==> config.mk <==
export PLATFORM = sky130hd
export DESIGN_NAME = wld_cell
export DESIGN_NICKNAME = d
export VERILOG_FILES = /design/src/wld_pkg.sv /design/src/wld_cell.sv
export SDC_FILE = /design/constraint.sdc
export NUM_CORES = 1
export LEC_CHECK = 0
export BUFFER_PORTS_ARGS = -buffer_cell sky130_fd_sc_hd__buf_4
export CORE_ASPECT_RATIO = 1.2
export CORE_MARGIN = 2
export CORE_UTILIZATION = 30
export DETAILED_ROUTE_END_ITERATION = 10
export GPL_TIMING_DRIVEN = 0
export MAX_ROUTING_LAYER = met4
export SYNTH_ARGS = -nofsm -noshare
export SYNTH_HDL_FRONTEND = slang
export SYNTH_SLANG_ARGS = --single-unit
==> constraint.sdc <==
create_clock -name i_clk -period 4.3 [get_ports i_clk]
set_clock_uncertainty 0.2 [all_clocks]
set_input_delay 0.86 -clock i_clk [delete_from_list [all_inputs] [get_ports i_clk]]
set_output_delay 0.86 -clock i_clk [all_outputs]
set_load 0.05 [all_outputs]
==> src/wld_pkg.sv <==
// ----------------------------------------------------------------------------
// wld_pkg: shared types and constants of the local extremum detector
// Word layouts of the input and result channels, register widths and the
// flag pair that each window cell reports.
// ----------------------------------------------------------------------------
package wld_pkg;

    localparam int LOOKBACK_W = 5;
    localparam logic [LOOKBACK_W-1:0] LOOKBACK_RESET = 5'd2;

    localparam int SEEN_W = 24;
    localparam logic [SEEN_W-1:0] SEEN_MAX = 24'hFF_FFFF;

    localparam int FIELD_PRICE_W = 32;

    typedef struct packed {
        logic                     series_start;
        logic [FIELD_PRICE_W-1:0] high_price;
        logic [FIELD_PRICE_W-1:0] low_price;
    } t_wld_in;

    typedef struct packed {
        logic [FIELD_PRICE_W-1:0] level_price;
        logic                     is_resistance;
        logic [SEEN_W-1:0]        candle_index;
        logic                     last;
    } t_wld_out;

    // Per-cell verdict against the centre candle
    typedef struct packed {
        logic above;   // neighbor high strictly above centre high
        logic below;   // neighbor low strictly below centre low
    } t_wld_flags;

endpackage

==> src/wld_cell.sv <==
// ----------------------------------------------------------------------------
// wld_cell: one window position
// Holds one candle, hands it to the next cell on every shift and compares
// it against the broadcast centre candle.
// ----------------------------------------------------------------------------
module wld_cell #(
    parameter int PRICE_WIDTH = 32,
    parameter int POS         = 0,
    parameter int SPAN_W      = 5
) (
    input  logic                    i_clk,
    input  logic                    i_shift,
    input  logic [SPAN_W-1:0]       i_span,
    input  logic [PRICE_WIDTH-1:0]  i_hi,
    input  logic [PRICE_WIDTH-1:0]  i_lo,
    input  logic [PRICE_WIDTH-1:0]  i_c_hi,
    input  logic [PRICE_WIDTH-1:0]  i_c_lo,
    output logic [PRICE_WIDTH-1:0]  o_hi,
    output logic [PRICE_WIDTH-1:0]  o_lo,
    output wld_pkg::t_wld_flags     o_flags
);

    logic [PRICE_WIDTH-1:0] r_hi;
    logic [PRICE_WIDTH-1:0] r_lo;
    logic                   w_en;

    always_ff @(posedge i_clk) begin
        if (i_shift) begin
            r_hi <= i_hi;
            r_lo <= i_lo;
        end
    end

    // Take part only inside the span, never as the centre itself
    assign w_en = (POS <= 2 * int'(i_span)) && (POS != int'(i_span));

    assign o_hi          = r_hi;
    assign o_lo          = r_lo;
    assign o_flags.above = w_en && (r_hi > i_c_hi);
    assign o_flags.below = w_en && (r_lo < i_c_lo);

endmodule

Yosys cells after proc, flatten, opt, wreduce, memory -nomap -nowiden
Index checks and enable logic that the tools add are counted.

Multipliers: 0. Bitwise operators: 0. Reductions and logical operators: 4. Multiplexer cells: 0. Order comparisons: 3. Add/subtract/negate cells: 0. Equality and inequality tests: 0. Div/mod/pow operators: 0. Shifts and indexed selects: 0.

Operator list (count): > comparator 32 bit (1); < comparator 32 bit (1); less-or-equal comparator 1 x 6 -> 1 bit (first input constant) (1); nonzero test 5 bit (1); logical AND 1 bit (3).

Bits in writable memories: 0. Flip-flop bits (word level): 64. Input bits: 135. Output and inout port bits: 66. ROM bits: 0. Latch bits: 0. Memories: 0.

Depth between registers and ports, before layout
Word-level depth: 3. Gate-level depth with buffers: 8. Depth with buffers taken out: 8.

Worst setup path before layout
Ideal clock, no wire load.

Path type: input to output. Start: in i_c_hi[11]. End: out o_flags[1] (netlist name). Setup slack: 0.289 ns. Arrival: 2.951 ns. Required time: 3.240 ns. Stages: 8. Path buffers: 0. Path through: inv_1 > ha_1 > and4_1 > nand2_1 > nor2_1 > a221o_1 > o21ai_1 > a211oi_1.

RTL lines: from (decl) (line wld_cell.sv:16) `input logic [PRICE_WIDTH-1:0] i_c_hi,`; to (decl) (line wld_cell.sv:20) `output wld_pkg::t_wld_flags o_flags`.

==> run summary <==
Status: finished, final reports clean
Crit-path slowest cell: a221oi_1
Synthesized area: 3550 um2
Yosys cell types: 34
Final wirelength: 9.15 mm
Layout Nets: 697
Hold_buf cts: 0
Class of the worst hold path: in -> reg
TNS Setup: 0 ns
Top cells by area, synth: edfxtp_1, ha_1, inv_1, a21oi_1, a21o_1
Final Hold Viols: 0
Die H: 123 um
Post-synth EDFFs: 64
Synth Area in Compound Gates: 9.24%
Leading area contributor after synthesis: edfxtp_1
Clk root buf: clkbuf_16
Xor/xnor share of the synthesized area: 0%
Critical path cell sequence: buf_4 -> inv_1 -> ha_1 -> a21o_1 -> a21o_1 -> a221oi_1 -> and3_2 -> o221ai_1 -> nand2_1 -> buf_4
Hold path start: i_lo[1]
Crit-path max cell delay: 0.32 ns
CTS resizes: 0
Sequential power share: 40.0%
Placer Congestion: 0.775
GRT Resource Usage Total: 15.0%
Rows: 43
Switching part of the total: 30.6%
Clock power share: 32.3%
Final setup vio count: 0
Max Cap Violations: 0
WS Path Type: in -> out
Required time worst endpoint: 3.24 ns
Clock buffer depth: 2
Vias in the first global route: 3183
Crit share post-route: 83.5%
Synth Instances: 288
Synth-to-layout area growth: 55.2%
Chip Width: 103 um
Total clock sinks: 64
Crit end category: output port
Main combinational cell family by area after synthesis: adder cells
Register area share after synthesis: 54.2%
Combinational group share of total power: 27.7%
Synthesized flop and latch total: 64
Syn nets: 486
Asr flop ratio synth: 0%
Clk slew on worst S/H paths: 0.06 ns
Final WS setup: 0.708 ns
Via density: 4.40
Die Footprint: 12700 um2
Ys Warns: 0
Core ar.: 11600 um2
P per Cell Area: 352 nW/um2
Hpwl dp: 7.60 mm
Maximum clock frequency: 278 MHz
Source of the critical timing path: i_c_lo[21]
IO Count: 201
Vias: 2915
Htree depth: 3
Pins Over Slew Limit: 0
Internal power: 0.00134 W
Overflow after GRT: 0
Unrepaired setup endpoints after global routing: false
Tmin final: 3.59 ns
First-pass GRT wire length: 14.1 mm
Peak supply drop: 204 uV
Largest net degree at the start of global routing: 65
Data arrival time of the worst path: 2.53 ns
# DRC: 0
Slew @ Worst Pin: 0.845 ns
Yosys top cell area share: 54.2%
Antenna violations before repair: 1
Postcts setup bufs: 0
Sw Pwr: 0.000591 W
Mux share of post-synthesis cell area: 0%
Startpoint Class: input pin
Port bufs: 200
Detailed Routing Iterations Pass 1: 4
Top FF cell, synth: edfxtp_1
Post-detailed-route wirelength per cell: 13.8 um
CTS tree: yes
Layout cells sized above 1: 43.7%
Dpl ws: 0.646 ns
Crit-path max FO: 2
Initial drt markers: 72
Max_slew headroom: 43.7%
CTS Buf Count: 9
Synth top cells by count: edfxtp_1, inv_1, ha_1
Initial Util: 30.7%
Synthesized area per cell: 12.3 um2
Leak: 2.76 nW
Routed Antenna Nets: 0
FILL cells: 1100
Simple-gate share of the synthesized area: 7.55%
Area share of fa/ha/maj cells after synthesis: 22.2%
==> sequential cells by signal, summed over array words and instances (netlist names) <==
register,flops
o_hi,32
o_lo,32
==> cell families (layout without fill, tap and decap cells) <==
logic type | count (synthesis) | count (layout)
adders and majority gates | 63 | 63
other | 0 | 1
AOI/OAI and AO/OA | 48 | 48
and+or+nand+nor | 49 | 49
DFF | 64 | 64
buffers and inverters | 64 | 280
==> area by class of cell <==
cell class	instances	area [um2]	share of cell area [%]
Antenna cell	1	2.50	0.0455
Clock buffer	10	229	4.16
Clock inverter	6	26.3	0.478
Inverter	64	240	4.37
Multi-Input combinational cell	160	1380	25.2
Sequential cell	64	1920	34.9
Tap cell	157	196	3.57
Timing Repair Buffer	200	1500	27.3
==> placed cells by master (no fill, tap or decap), types with 3 or more instances in the layout <==
cell type / netlist / layout
and4_1: 3 / 3
clkinv_2: 0 / 3
clkinv_1: 0 / 3
o21ai_1: 5 / 5
a21o_1: 8 / 8
edfxtp_1: 64 / 64
nand3_1: 4 / 4
inv_1: 64 / 64
buf_4: 0 / 200
a21oi_1: 19 / 19
clkbuf_16: 0 / 9
ha_1: 63 / 63
nand4_1: 9 / 9
nor2_1: 7 / 7
nand2_1: 13 / 13
==> final timing paths <==
check | end | cells past startpoint
worst max-delay path | o_flags[0] | 10
worst min-delay path | o_lo[1]$_DFFE_PP_ | 1
==> routing by layer <==
layer / share of wire [%] / GRT usage [%]
met5: 0 / -
met4: 0.45 / 4.52
met3: 8.1 / 4.24
met2: 54 / 27.3
met1: 37 / 15.6
==> critical path, delay by kind of cell <==
kind / cells / cell delay [ns]
compound gates: 4 / 0.74
simple gates: 2 / 0.32
buf+inv: 3 / 0.31
fa+ha+maj: 1 / 0.30
==> power groups by stage <==
stage,combinational (W),sequential [W],clock [W]
3_5_place_dp,0.000541,0.000787,0
5_1_grt,0.000586,0.000779,0.000676
6_report,0.000536,0.000774,0.000625
3_3_place_gp,0.000531,0.000784,0
2_1_floorplan,0.000145,0.000952,0
4_1_cts,0.000543,0.000775,0.000646
==> per-stage QoR <==
stage / util (%) / total power, W / cells / instance area, um2 / hold slack [ns]
detailed placement: 45.3 / 0.00133 / 645 / 5240 / 0.839
finish: 47.6 / 0.00193 / 662 / 5500 / 0.512
global placement: 45.3 / 0.00131 / 645 / 5240 / 0.838
CTS: 47.5 / 0.00196 / 661 / 5500 / 0.497
floorplan: - / 0.00110 / 288 / 3550 / 0.759
global route: 47.6 / 0.00204 / 662 / 5500 / 0.493
Power figures use the tool's default switching activity.
